<file path="config.mk">
export PLATFORM = sky130hd
export DESIGN_NAME = lru_page_replacement_flat
export DESIGN_NICKNAME = d
export VERILOG_FILES = /design/src/hw/rtl/lru_pkg.sv /design/src/hw/rtl/lru_req_if.sv /design/src/hw/rtl/lru_rsp_if.sv /design/src/hw/rtl/lru_frame_table.sv /design/src/hw/rtl/lru_page_replacement.sv /design/src/flat_wrapper.sv
export SDC_FILE = /design/constraint.sdc
export NUM_CORES = 1
export LEC_CHECK = 0
export ABC_AREA = 1
export BUFFER_PORTS_ARGS = -buffer_cell sky130_fd_sc_hd__buf_2
export CAP_MARGIN = 20
export CORE_MARGIN = 2
export CORE_UTILIZATION = 52
export CTS_CLUSTER_DIAMETER = 120
export CTS_CLUSTER_SIZE = 16
export DETAILED_ROUTE_END_ITERATION = 16
export PLACE_DENSITY = 0.69
export SYNTH_ARGS = -nofsm -noshare
export SYNTH_HDL_FRONTEND = slang
export SYNTH_SLANG_ARGS = --single-unit
</file>
<file path="constraint.sdc">
create_clock -name clk_i -period 10.35 [get_ports clk_i]
set_clock_uncertainty 0.15 [all_clocks]
set_input_delay 1.035 -clock clk_i [delete_from_list [all_inputs] [get_ports clk_i]]
set_output_delay 1.035 -clock clk_i [all_outputs]
set_load 0.01 [all_outputs]
</file>
<file path="src/hw/rtl/lru_pkg.sv">
// Shared constants and types for the LRU page replacement block.
`default_nettype none

package lru_pkg;

  // Default frame count and page number width
  localparam int unsigned FRAMES_DEF    = 8;
  localparam int unsigned PAGE_BITS_DEF = 16;

  // Configuration register width and reset value
  localparam int unsigned CFG_W          = 4;
  localparam int unsigned FRAMES_USE_RST = 3;

  // Fixed result field widths
  localparam int unsigned FIDX_W = 3;
  localparam int unsigned FCNT_W = 32;

  // Per-reference status from the frame table to the result register
  typedef struct packed {
    logic              hit;
    logic [FIDX_W-1:0] frame_index;
    logic              evicted_valid;
    logic [FCNT_W-1:0] fault_count;
  } lru_status_t;

endpackage

`default_nettype wire

</file>
<file path="src/hw/rtl/lru_req_if.sv">
// Request channel: one page reference per transaction.
`default_nettype none

interface lru_req_if #(
  parameter int unsigned PAGE_BITS = lru_pkg::PAGE_BITS_DEF
);
  logic                 valid;
  logic                 ready;
  logic [PAGE_BITS-1:0] page;
  logic                 end_of_string;

  modport source (output valid, page, end_of_string, input ready);
  modport sink   (input valid, page, end_of_string, output ready);
endinterface

`default_nettype wire

</file>
<file path="src/hw/rtl/lru_rsp_if.sv">
// Response channel: one replacement result per transaction.
`default_nettype none

interface lru_rsp_if #(
  parameter int unsigned PAGE_BITS = lru_pkg::PAGE_BITS_DEF
);
  logic                        valid;
  logic                        ready;
  logic                        hit;
  logic [lru_pkg::FIDX_W-1:0]  frame_index;
  logic                        evicted_valid;
  logic [PAGE_BITS-1:0]        evicted_page;
  logic [lru_pkg::FCNT_W-1:0]  fault_count;

  modport source (output valid, hit, frame_index, evicted_valid, evicted_page, fault_count,
                  input ready);
  modport sink   (input valid, hit, frame_index, evicted_valid, evicted_page, fault_count,
                  output ready);
endinterface

`default_nettype wire

</file>
<file path="src/hw/rtl/lru_frame_table.sv">
// Frame table: parallel lookup, LRU victim choice, rank aging and fault counter.
`default_nettype none

module lru_frame_table #(
  parameter int unsigned FRAMES    = lru_pkg::FRAMES_DEF,
  parameter int unsigned PAGE_BITS = lru_pkg::PAGE_BITS_DEF
) (
  input  wire logic                        clk_i,
  input  wire logic                        rst_ni,
  input  wire logic                        upd_i,
  input  wire logic [PAGE_BITS-1:0]        page_i,
  input  wire logic                        eos_i,
  input  wire logic [lru_pkg::CFG_W-1:0]   frames_in_use_i,
  output lru_pkg::lru_status_t             status_o,
  output logic      [PAGE_BITS-1:0]        evicted_page_o
);
  import lru_pkg::*;

  localparam int unsigned IDX_W  = $clog2(FRAMES);
  localparam int unsigned RANK_W = IDX_W;

  logic [PAGE_BITS-1:0] page_q [FRAMES];
  logic [FRAMES-1:0]    valid_q, valid_d;
  logic [RANK_W-1:0]    rank_q [FRAMES];
  logic [RANK_W-1:0]    rank_d [FRAMES];
  logic [FCNT_W-1:0]    fault_q, fault_d;

  logic [FRAMES-1:0] in_lim, match, empty, oldest, sel;
  logic              hit, any_empty, fill, evict;
  logic [IDX_W-1:0]  frame;
  logic [RANK_W-1:0] old_rank;

  // Search the frames in use: match, first empty, and oldest resident page
  always_comb begin
    for (int i = 0; i < FRAMES; i++) begin
      in_lim[i] = (i == 0) || (32'(frames_in_use_i) > 32'(i));
      match[i]  = in_lim[i] && valid_q[i] && (page_q[i] == page_i);
      empty[i]  = in_lim[i] && !valid_q[i];
      oldest[i] = in_lim[i];
      for (int j = 0; j < FRAMES; j++) begin
        if (in_lim[j] && (rank_q[j] > rank_q[i])) begin
          oldest[i] = 1'b0;
        end
      end
    end
  end

  assign hit       = |match;
  assign any_empty = |empty;
  assign fill      = !hit && any_empty;
  assign evict     = !hit && !any_empty;
  assign sel       = hit ? match : (any_empty ? empty : oldest);

  // Pick the lowest selected frame
  always_comb begin
    frame = '0;
    for (int i = FRAMES - 1; i >= 0; i--) begin
      if (sel[i]) begin
        frame = IDX_W'(i);
      end
    end
  end

  assign old_rank = rank_q[frame];

  // Age younger resident frames and make the chosen frame most recent
  always_comb begin
    valid_d        = valid_q;
    valid_d[frame] = 1'b1;
    for (int i = 0; i < FRAMES; i++) begin
      rank_d[i] = rank_q[i];
      if ((IDX_W'(i) != frame) && valid_q[i] && (fill || (rank_q[i] < old_rank))) begin
        rank_d[i] = rank_q[i] + 1'b1;
      end
    end
    rank_d[frame] = '0;
  end

  // Count faults, holding at all ones
  always_comb begin
    fault_d = fault_q;
    if (!hit && (fault_q != {FCNT_W{1'b1}})) begin
      fault_d = fault_q + 1'b1;
    end
  end

  assign status_o.hit           = hit;
  assign status_o.frame_index   = FIDX_W'(frame);
  assign status_o.evicted_valid = evict;
  assign status_o.fault_count   = fault_d;
  assign evicted_page_o         = evict ? page_q[frame] : '0;

  // Commit control state; clear it at the end of a string
  always_ff @(posedge clk_i or negedge rst_ni) begin
    if (!rst_ni) begin
      valid_q <= '0;
      fault_q <= '0;
      for (int i = 0; i < FRAMES; i++) begin
        rank_q[i] <= '0;
      end
    end else if (upd_i) begin
      if (eos_i) begin
        valid_q <= '0;
        fault_q <= '0;
        for (int i = 0; i < FRAMES; i++) begin
          rank_q[i] <= '0;
        end
      end else begin
        valid_q <= valid_d;
        fault_q <= fault_d;
        for (int i = 0; i < FRAMES; i++) begin
          rank_q[i] <= rank_d[i];
        end
      end
    end
  end

  // Write the page into the chosen frame on a fault
  always_ff @(posedge clk_i) begin
    if (upd_i && !hit) begin
      page_q[frame] <= page_i;
    end
  end

  a_hit_no_evict: assert property (@(posedge clk_i) disable iff (!rst_ni)
    upd_i && hit |-> !evict)
    else $error("hit reported together with an eviction");

  a_eos_clears: assert property (@(posedge clk_i) disable iff (!rst_ni)
    upd_i && eos_i |=> (valid_q == '0) && (fault_q == '0))
    else $error("end of string did not clear the frames");

  a_fill_by_one: assert property (@(posedge clk_i) disable iff (!rst_ni)
    upd_i && !eos_i |=> $countones(valid_q) <= $past($countones(valid_q)) + 1)
    else $error("more than one frame filled by one reference");

  a_fault_mono: assert property (@(posedge clk_i) disable iff (!rst_ni)
    upd_i && !eos_i |=> fault_q >= $past(fault_q))
    else $error("fault count went backwards within a string");

endmodule

`default_nettype wire

</file>
<file path="src/hw/rtl/lru_page_replacement.sv">
// Top level of the LRU page replacement block.
// Takes one page reference per cycle while results are taken, and answers each with hit or
// fault, the frame used, any evicted page and the running fault count. A reference is held
// in the input register; from there the frame search, victim choice and rank update run
// combinationally into the result register, which is loaded once it is free or being
// drained. The sustained rate is one reference per clock while rsp.ready stays high, as the
// lookup over all frames is combinational. A stalled result holds the input register,
// so at most two references are in flight. The frame count register may be changed only
// while no reference is in flight.
// Values of 0 act as 1 and values above FRAMES act as FRAMES. A reference flagged as end
// of string is answered normally and then empties the frames and clears the fault count.
`default_nettype none

module lru_page_replacement #(
  parameter int unsigned FRAMES    = lru_pkg::FRAMES_DEF,
  parameter int unsigned PAGE_BITS = lru_pkg::PAGE_BITS_DEF
) (
  input  wire logic                      clk_i,
  input  wire logic                      rst_ni,
  input  wire logic                      cfg_we_i,
  input  wire logic [lru_pkg::CFG_W-1:0] cfg_wdata_i,
  lru_req_if.sink                        req,
  lru_rsp_if.source                      rsp
);
  import lru_pkg::*;

  logic [CFG_W-1:0]     cfg_q;
  logic                 in_valid_q;
  logic [PAGE_BITS-1:0] in_page_q;
  logic                 in_eos_q;
  logic                 out_valid_q;
  lru_status_t          out_status_q;
  logic [PAGE_BITS-1:0] out_evpage_q;

  logic                 advance;
  lru_status_t          status;
  logic [PAGE_BITS-1:0] evicted_page;

  // Move a reference into the result register when it is free or being drained
  assign advance   = in_valid_q && (!out_valid_q || rsp.ready);
  assign req.ready = !in_valid_q || advance;

  // Hold the frame count register
  always_ff @(posedge clk_i or negedge rst_ni) begin
    if (!rst_ni) begin
      cfg_q <= CFG_W'(FRAMES_USE_RST);
    end else if (cfg_we_i) begin
      cfg_q <= cfg_wdata_i;
    end
  end

  // Input register valid
  always_ff @(posedge clk_i or negedge rst_ni) begin
    if (!rst_ni) begin
      in_valid_q <= 1'b0;
    end else if (req.valid && req.ready) begin
      in_valid_q <= 1'b1;
    end else if (advance) begin
      in_valid_q <= 1'b0;
    end
  end

  // Input register payload
  always_ff @(posedge clk_i) begin
    if (req.valid && req.ready) begin
      in_page_q <= req.page;
      in_eos_q  <= req.end_of_string;
    end
  end

  lru_frame_table #(
    .FRAMES    (FRAMES),
    .PAGE_BITS (PAGE_BITS)
  ) u_table (
    .clk_i           (clk_i),
    .rst_ni          (rst_ni),
    .upd_i           (advance),
    .page_i          (in_page_q),
    .eos_i           (in_eos_q),
    .frames_in_use_i (cfg_q),
    .status_o        (status),
    .evicted_page_o  (evicted_page)
  );

  // Result register valid
  always_ff @(posedge clk_i or negedge rst_ni) begin
    if (!rst_ni) begin
      out_valid_q <= 1'b0;
    end else if (advance) begin
      out_valid_q <= 1'b1;
    end else if (rsp.ready) begin
      out_valid_q <= 1'b0;
    end
  end

  // Result register payload
  always_ff @(posedge clk_i) begin
    if (advance) begin
      out_status_q <= status;
      out_evpage_q <= evicted_page;
    end
  end

  assign rsp.valid         = out_valid_q;
  assign rsp.hit           = out_status_q.hit;
  assign rsp.frame_index   = out_status_q.frame_index;
  assign rsp.evicted_valid = out_status_q.evicted_valid;
  assign rsp.evicted_page  = out_evpage_q;
  assign rsp.fault_count   = out_status_q.fault_count;

endmodule

`default_nettype wire
</file>
<file path="src/flat_wrapper.sv">
// flat-port wrapper written by rule: the top's interface ports become plain ports
module lru_page_replacement_flat import lru_pkg::*;
#(
  parameter int unsigned FRAMES    = lru_pkg::FRAMES_DEF,
  parameter int unsigned PAGE_BITS = lru_pkg::PAGE_BITS_DEF
)
  (clk_i, rst_ni, cfg_we_i, cfg_wdata_i, req_valid, req_page, req_end_of_string, req_ready, rsp_valid, rsp_hit, rsp_frame_index, rsp_evicted_valid, rsp_evicted_page, rsp_fault_count, rsp_ready);
  lru_req_if #(.PAGE_BITS(PAGE_BITS)) req_i ();
  lru_rsp_if #(.PAGE_BITS(PAGE_BITS)) rsp_i ();
  input  wire logic clk_i;
  input  wire logic rst_ni;
  input  wire logic cfg_we_i;
  input  wire logic [lru_pkg::CFG_W-1:0] cfg_wdata_i;
  input wire logic [$bits(req_i.valid)-1:0] req_valid;
  input wire logic [$bits(req_i.page)-1:0] req_page;
  input wire logic [$bits(req_i.end_of_string)-1:0] req_end_of_string;
  output wire logic [$bits(req_i.ready)-1:0] req_ready;
  output wire logic [$bits(rsp_i.valid)-1:0] rsp_valid;
  output wire logic [$bits(rsp_i.hit)-1:0] rsp_hit;
  output wire logic [$bits(rsp_i.frame_index)-1:0] rsp_frame_index;
  output wire logic [$bits(rsp_i.evicted_valid)-1:0] rsp_evicted_valid;
  output wire logic [$bits(rsp_i.evicted_page)-1:0] rsp_evicted_page;
  output wire logic [$bits(rsp_i.fault_count)-1:0] rsp_fault_count;
  input wire logic [$bits(rsp_i.ready)-1:0] rsp_ready;
  assign req_i.valid = req_valid;
  assign req_i.page = req_page;
  assign req_i.end_of_string = req_end_of_string;
  assign req_ready = req_i.ready;
  assign rsp_valid = rsp_i.valid;
  assign rsp_hit = rsp_i.hit;
  assign rsp_frame_index = rsp_i.frame_index;
  assign rsp_evicted_valid = rsp_i.evicted_valid;
  assign rsp_evicted_page = rsp_i.evicted_page;
  assign rsp_fault_count = rsp_i.fault_count;
  assign rsp_i.ready = rsp_ready;
  lru_page_replacement #(.FRAMES(FRAMES), .PAGE_BITS(PAGE_BITS)) u_core (.clk_i(clk_i), .rst_ni(rst_ni), .cfg_we_i(cfg_we_i), .cfg_wdata_i(cfg_wdata_i), .req(req_i), .rsp(rsp_i));
endmodule
</file>
==> run summary, run 1 <==
status: finished, final reports clean
max_cap viols: 0
WHS Endpoint: u_core.u_table.rank_q[1]$_DFFE_PN0P_
register area share after synthesis: 43.3%
drt first-iter violations: 1759
first-pass GRT wire length: 92700 um
Post-Synthesis Cell Area: 17800 um2
core area: 33600 um2
reg2reg setup slack: 3.76 ns
Tcrit/Tclk final: 63.7%
Max Slew Vio Count: 0
initial antenna violation count: 0
Fmax: 152 MHz
Die Y-Extent: 189 um
worst vdd ir: 0.141 mV
DRC: 0
row cnt: 67
Critical Path AT: 6.86 ns
Net Sw Power: 1.64 mW
count of cell types in the netlist: 58
Mapped Cells: 2214
TritonRoute pass-1 iters: 6
final antenna-violating net count: 0
Clk network pwr share: 20.3%
RSZ-0062 raised after global routing: no
Nets: 2420
Top FF cell, synth: edfxtp_1
DP HPWL: 45700 um
Syn Area/Cell: 8.03 um2
vias per inst: 6.00
Global Route Usage Sum: 34.3%
largest net degree at the start of global routing: 78
crit path time final: 6.59 ns
Worst Min Path Start: u_core.u_table.rank_q[1]$_DFFE_PN0P_
Final Hold Fails: 0
ratio of cells with drive above 1 in the final layout: 9.28%
post_cts resized: 0
final setup TNS: 0 ns
PortBufs: 80
I/O pin total: 81
top-count cell post-synth: nand2_1
EDFF count, synth: 198
CP required: 10.62 ns
Max transition margin: 30.5%
worst slew pin tran: 1.04 ns
die area: 35700 um2
post-synthesis register bit count: 268
Flop pwr share: 37.0%
Critical Path Fanout Max: 31
Placed Cells incl. Taps: 2719
Sink Count: 268
critical path launch point type: register
Synth warnings: 0
Crit Reg-Reg Endpoint: u_core.u_table.rank_q[18]$_DFFE_PN0P_
Reg clk slew, reported paths: 0.09 ns
hold-critical path depth: 2
Cell Pwr Density: 199 nW/um2
worst r2r src: u_core.in_page_q[6]$_DFFE_PP_
class of the worst hold path: register to register
Pleak: 9.07 nW
cts bufs inserted: 20
peak per-stage delay on the critical path: 0.96 ns
initial core utilization: 52.9%
logic gate share of total power: 42.7%
final wirelength: 61500 um
CTS root buffer: clkbuf_16
Synth top area share: 33.4%
Internal Power: 2.20 mW
number of global-route vias before repair: 15400
H-tree depth: 1
CTS tree: built
worst r2r path cells: 31
GPL Wtd Cong: 0.999
setup bufs post-CTS: 0
total gr overflow: 0
Post-Layout Cell Count: 2755
Slowest cell on crit path: edfxtp_1
Chip Width: 189 um
ys async rst share: 26.1%
kind of critical path: register to register
top post-synthesis cells by area: edfxtp_1 33%, nand2_1 13%, dfrtp_1 9.6%
Worst setup EP type: register
Post-Syn Nets: 2341
clock buffer depth: 3
leading area contributor after synthesis: edfxtp_1
# diodes: 0
Final setup viols: 0
Worst Hold Slack: 0.370 ns
switch share: 42.7%
Vias: 16500
Hold Buf Count CTS: 0
Area Overhead vs Synth: 8.32%
Clk Latency, worst-skew pair: 0.55 ns
Worst path most repeated cell: nand2_1
DR WL/cell: 22.3 um
top cells by count, synth: 605 x nand2_1, 269 x inv_1, 213 x nor2_1, 198 x edfxtp_1, 155 x nand3_1
## through the flow
step           total power, mW  utilization [%]  cell area [um2]  setup WS, ns
3_3_place_gp              3.00             55.5            18700          4.14
6_report                  3.83             57.3            19300          3.76
3_5_place_dp              3.03             55.5            18700          4.04
4_1_cts                   3.80             57.3            19300          4.00
5_1_grt                   4.04             57.3            19300          3.43
2_1_floorplan             2.51                -            17800          6.17
## routing by layer
metal,GRT usage (%),share of wire (%)
met5,0,0
met1,48.0,42
met3,3.56,7.8
met4,15.7,5.0
met2,53.9,45
## cell families (layout without fill, tap and decap cells)
logic type	Yosys count	in the layout	share of synthesized area, %
simple gates	1175	1175	29.6
buf+inv	345	438	7.72
flops	268	268	43.3
compound gates	263	263	9.20
fa+ha+maj	101	101	7.11
xor+xnor	62	62	3.05
## layout make-up
type | instances | area (um2)
tap | 448 | 561
inverter | 301 | 1140
sequential | 268 | 7700
clock buffer | 35 | 588
timing repair buffer | 101 | 561
fill | 3110 | 14400
multi-input combinational | 1601 | 8710
clock inverter | 1 | 3.75
## sequential cells by signal (all words and copies together), names as in the netlist
signal	flops
u_core.in_page_q	16
u_core.rsp.evicted_page	16
u_core.rsp.frame_index	3
u_core.cfg_q	4
u_core.in_eos_q	1
u_core.rsp.fault_count	32
u_core.rsp.valid	1
u_core.u_table.fault_q	32
u_core.rsp.hit	1
u_core.in_valid_q	1
u_core.u_table.page_q	128
u_core.u_table.valid_q	8
u_core.u_table.rank_q	24
u_core.rsp.evicted_valid	1
## worst max-delay path by stage
stage | start | end | cells past startpoint
after global placement | u_core.in_page_q[6]$_DFFE_PP_ | u_core.u_table.rank_q[21]$_DFFE_PN0P_ | 30
after floorplan | u_core.in_page_q[10]$_DFFE_PP_ | u_core.u_table.rank_q[15]$_DFFE_PN0P_ | 35
final | u_core.in_page_q[6]$_DFFE_PP_ | u_core.u_table.rank_q[18]$_DFFE_PN0P_ | 31
after global routing | u_core.in_page_q[6]$_DFFE_PP_ | u_core.u_table.rank_q[18]$_DFFE_PN0P_ | 31
after CTS | u_core.in_page_q[6]$_DFFE_PP_ | u_core.u_table.rank_q[18]$_DFFE_PN0P_ | 31
after detailed placement | u_core.in_page_q[6]$_DFFE_PP_ | u_core.u_table.rank_q[18]$_DFFE_PN0P_ | 31
## power by group through the flow
stage          combinational (mW)  clock [mW]  sequential, mW
2_1_floorplan                1.12           0            1.39
3_3_place_gp                 1.57           0            1.43
3_5_place_dp                 1.59           0            1.44
4_1_cts                      1.60       0.787            1.41
5_1_grt                      1.80       0.820            1.43
6_report                     1.64       0.777            1.42
## placed cells by master (no fill, tap or decap), drive strengths merged, types with 2 or more instances in the layout
cell,count
a21oi,69
xor2,34
o2111ai,2
o211ai,5
nand2,625
edfxtp,198
ha,101
o22ai,44
nand4,59
buf,101
dfrtp,68
clkinv,3
a211oi,9
and2,3
inv,299
or2,5
a221oi,28
clkbuf,35
a311oi,2
nand3,164
dfstp,2
nor3b,10
o221ai,4
nor3,41
a221o,2
xnor2,28
o21ai,80
a31oi,3
nor2b,2
o21bai,11
nand3b,15
nor4,18
nor2,231
## critical path: cells and delay by family (launching register included)
kind	cells	cell delay, ns
buffers and inverters	6	1.67
AOI/OAI and AO/OA	5	0.81
DFF	1	0.96
and+or+nand+nor	19	2.45
adders and majority gates	1	0.38
(Power assumes the default switching activity.)
==> run 2: changes to the inputs <==
--- a/config.mk
+++ b/config.mk
@@ -5,7 +5,7 @@
 export SDC_FILE = /design/constraint.sdc
 export NUM_CORES = 1
 export LEC_CHECK = 0
-export ABC_AREA = 1
+export ABC_AREA = 0
 export BUFFER_PORTS_ARGS = -buffer_cell sky130_fd_sc_hd__buf_2
 export CAP_MARGIN = 20
 export CORE_MARGIN = 2
@@ -13,7 +13,7 @@
 export CTS_CLUSTER_DIAMETER = 120
 export CTS_CLUSTER_SIZE = 16
 export DETAILED_ROUTE_END_ITERATION = 16
-export PLACE_DENSITY = 0.69
+export PLACE_DENSITY = 0.72
 export SYNTH_ARGS = -nofsm -noshare
 export SYNTH_HDL_FRONTEND = slang
 export SYNTH_SLANG_ARGS = --single-unit
==> constraint.sdc (replaced) <==
create_clock -name clk_i -period 5.95 [get_ports clk_i]
set_clock_uncertainty 0.15 [all_clocks]
set_input_delay 0.595 -clock clk_i [delete_from_list [all_inputs] [get_ports clk_i]]
set_output_delay 0.595 -clock clk_i [all_outputs]
set_load 0.01 [all_outputs]
==> run 2 against run 1 <==
Total power rose by 64%. Hold slack got worse by 0.33 ns. Critical endpoint is now u_core.u_table.rank_q[16]$_DFFE_PN0P_. Clock power rose by 67%. Worst setup slack got worse by 3.4 ns. Combinational power rose by 58%. Sequential power rose by 69%. Synthesized cell count fell by 36%. Die area fell by 10%. Final area fell by 8.6%. Register-to-register slack got worse by 3.4 ns. Sequential share of layout area rose by 3.8 points. Fmax rose by 17%.
==> run summary, run 2 <==
largest net degree at the start of global routing: 71
die area: 32000 um2
PortBufs: 80
DR WL/cell: 23.6 um
Syn Area/Cell: 11.2 um2
switch share: 39.4%
Internal Power: 3.81 mW
Slowest cell on crit path: dfrtp_1
met3 usage: 4.41%
Finished Cell Area: 17600 um2
class of the worst hold path: input pin to asynchronous set/reset pin
vias per inst: 6.36
Final setup viols: 0
reg2reg setup slack: 0.32 ns
critical path launch point type: register
GR peak layer: met2
Max transition margin: 26.5%
core area: 30300 um2
grt met2 use: 45.8%
leading area contributor after synthesis: edfxtp_1
CP delay by family, top: compound AO/OA/AOI/OAI gates
CTS root buffer: clkbuf_16
cts bufs inserted: 20
Critical Path AT: 5.89 ns
Clk Latency, worst-skew pair: 0.55 ns
Vias: 12200
Sink Count: 268
setup bufs post-CTS: 0
total gr overflow: 0
I/O pin total: 81
status: finished, final reports clean
RSZ-0062 raised after global routing: no
Tcrit/Tclk final: 94.7%
CP required: 6.21 ns
Chip Width: 179 um
count of cell types in the netlist: 91
Final Hold Fails: 0
Net Sw Power: 2.48 mW
Worst setup EP type: register
ys async rst share: 26.1%
top cells by count, synth: 198 x edfxtp_1, 122 x nand2_1, 109 x xnor2_1, 101 x ha_1, 75 x a21oi_1
commonest cells after routing, fill and taps aside: 198 x edfxtp_1, 122 x nand2_1, 109 x xnor2_1, 101 x ha_1, 79 x buf_2
Mapped Cells: 1416
initial core utilization: 52.4%
EDFF count, synth: 198
row cnt: 64
Max Slew Vio Count: 0
Cell Pwr Density: 357 nW/um2
Crit Reg-Reg Endpoint: u_core.u_table.rank_q[16]$_DFFE_PN0P_
Hold Buf Count CTS: 0
met1 Track Usage GR: 37.8%
number of global-route vias before repair: 11800
Area Overhead vs Synth: 10.7%
Flop pwr share: 38.2%
worst r2r src: u_core.cfg_q[2]$_DFFE_PN0P_
final wirelength: 45300 um
commonest non-fill, non-tap cell in the layout: edfxtp_1
ratio of cells with drive above 1 in the final layout: 16.3%
Critical Path Fanout Max: 12
post_cts resized: 0
GPL Wtd Cong: 0.944
post-synthesis register bit count: 268
worst-path cell chain: a211oi_4, or2_1, o2111ai_1, or3_4, o41a_1, a21oi_1, nor4_1, a21oi_1, a211oi_1, o32ai_2, o21ai_2, buf_4, or4_1, o311ai_2, o21ai_0, a32o_1
worst vdd ir: 0.236 mV
Worst Slack Setup Final: 0.316 ns
final antenna-violating net count: 0
Clk network pwr share: 20.7%
top-count cell post-synth: edfxtp_1
Top FF cell, synth: edfxtp_1
Synth top area share: 37.4%
dpl ws: 0.200 ns
CTS tree: built
Fmax: 177 MHz
Worst Hold Slack: 0.0441 ns
logic gate share of total power: 41.1%
register area share after synthesis: 48.4%
worst slew pin tran: 1.10 ns
H-tree depth: 1
DP HPWL: 32000 um
Post-Syn Nets: 1543
initial antenna violation count: 0
DRC: 0
max FFs per register: 128
Buf/Inv on CP: 1
max_cap viols: 0
top post-synthesis cells by area: edfxtp_1 37%, dfrtp_1 11%, ha_1 7.9%
final setup TNS: 0 ns
worst r2r path cells: 16
Pleak: 6.61 nW
Worst path most repeated cell: a21oi_1
Global Route Usage Sum: 28.4%
placed cell areas: 17000 um2
Reg clk slew, reported paths: 0.08 ns
crit path time final: 5.63 ns
Die Y-Extent: 179 um
Synth warnings: 0
drt first-iter violations: 1313
clock buffer depth: 3
register name with the most flops: u_core.u_table.page_q
TritonRoute pass-1 iters: 5
peak per-stage delay on the critical path: 0.57 ns
Post-Synthesis Cell Area: 15900 um2
kind of critical path: register to register
first-pass GRT wire length: 68900 um
Nets: 1640
## run 2: power groups by stage
stage / clock network [mW] / logic (mW) / registers, mW
after floorplan: 0 / 1.73 / 2.39
after global placement: 0 / 2.46 / 2.42
after detailed placement: 0 / 2.51 / 2.43
after CTS: 1.33 / 2.53 / 2.39
after global routing: 1.40 / 2.83 / 2.41
final: 1.30 / 2.59 / 2.40
## run 2: cells by family after synthesis
logic type	synth area share, %
xor gates and xnor gates	8.59
muxes	5.15
buffers and inverters	2.70
AOI/OAI and AO/OA	15.0
DFF	48.4
adders and majority gates	8.02
and+or+nand+nor	12.1
## run 2: worst max path at each step
stage	end	from	cells after the start
floorplan	u_core.u_table.rank_q[10]$_DFFE_PN0P_	u_core.in_page_q[14]$_DFFE_PP_	20
global placement	u_core.u_table.rank_q[10]$_DFFE_PN0P_	u_core.in_page_q[6]$_DFFE_PP_	18
detailed placement	u_core.u_table.rank_q[10]$_DFFE_PN0P_	u_core.in_page_q[6]$_DFFE_PP_	18
CTS	u_core.u_table.rank_q[10]$_DFFE_PN0P_	u_core.in_page_q[6]$_DFFE_PP_	18
global route	u_core.u_table.rank_q[11]$_DFFE_PN0P_	u_core.in_page_q[6]$_DFFE_PP_	20
finish	u_core.u_table.rank_q[16]$_DFFE_PN0P_	u_core.cfg_q[2]$_DFFE_PN0P_	16
## run 2: worst register-to-register path: stages, from the launching register on
cell and delay, ns:
dfrtp_1 0.57, a211oi_4 0.52, or2_1 0.20, o2111ai_1 0.18
or3_4 0.46, o41a_1 0.50, a21oi_1 0.17, nor4_1 0.08
a21oi_1 0.54, a211oi_1 0.14, o32ai_2 0.36, o21ai_2 0.30
buf_4 0.28, or4_1 0.51, o311ai_2 0.14, o21ai_0 0.15
a32o_1 0.23
## run 2: stage by stage
step	cells	total power, mW	util, %
after detailed placement	1887	4.94	56.0
final	1924	6.29	58.0
after global placement	1885	4.88	55.9
after global routing	1923	6.64	58.0
after CTS	1923	6.25	58.0
after floorplan	1416	4.11	-
## run 2: area by class of cell
cell class                      instances  area [um2]
Tap cell                              396         495
Timing Repair Buffer                  137         841
Sequential cell                       268        7700
Clock inverter                          2        35.0
Clock buffer                           34         553
Multi-Input combinational cell       1046        7820
Fill cell                            2515       12700
Antenna cell                            1        2.50
Inverter                               40         151
## run 2: metal layers
layer	wire, um	vias up
met5	0	-
met4	2210	0
met3	3230	123
met2	21200	517
met1	18700	6043
li1	-	5548
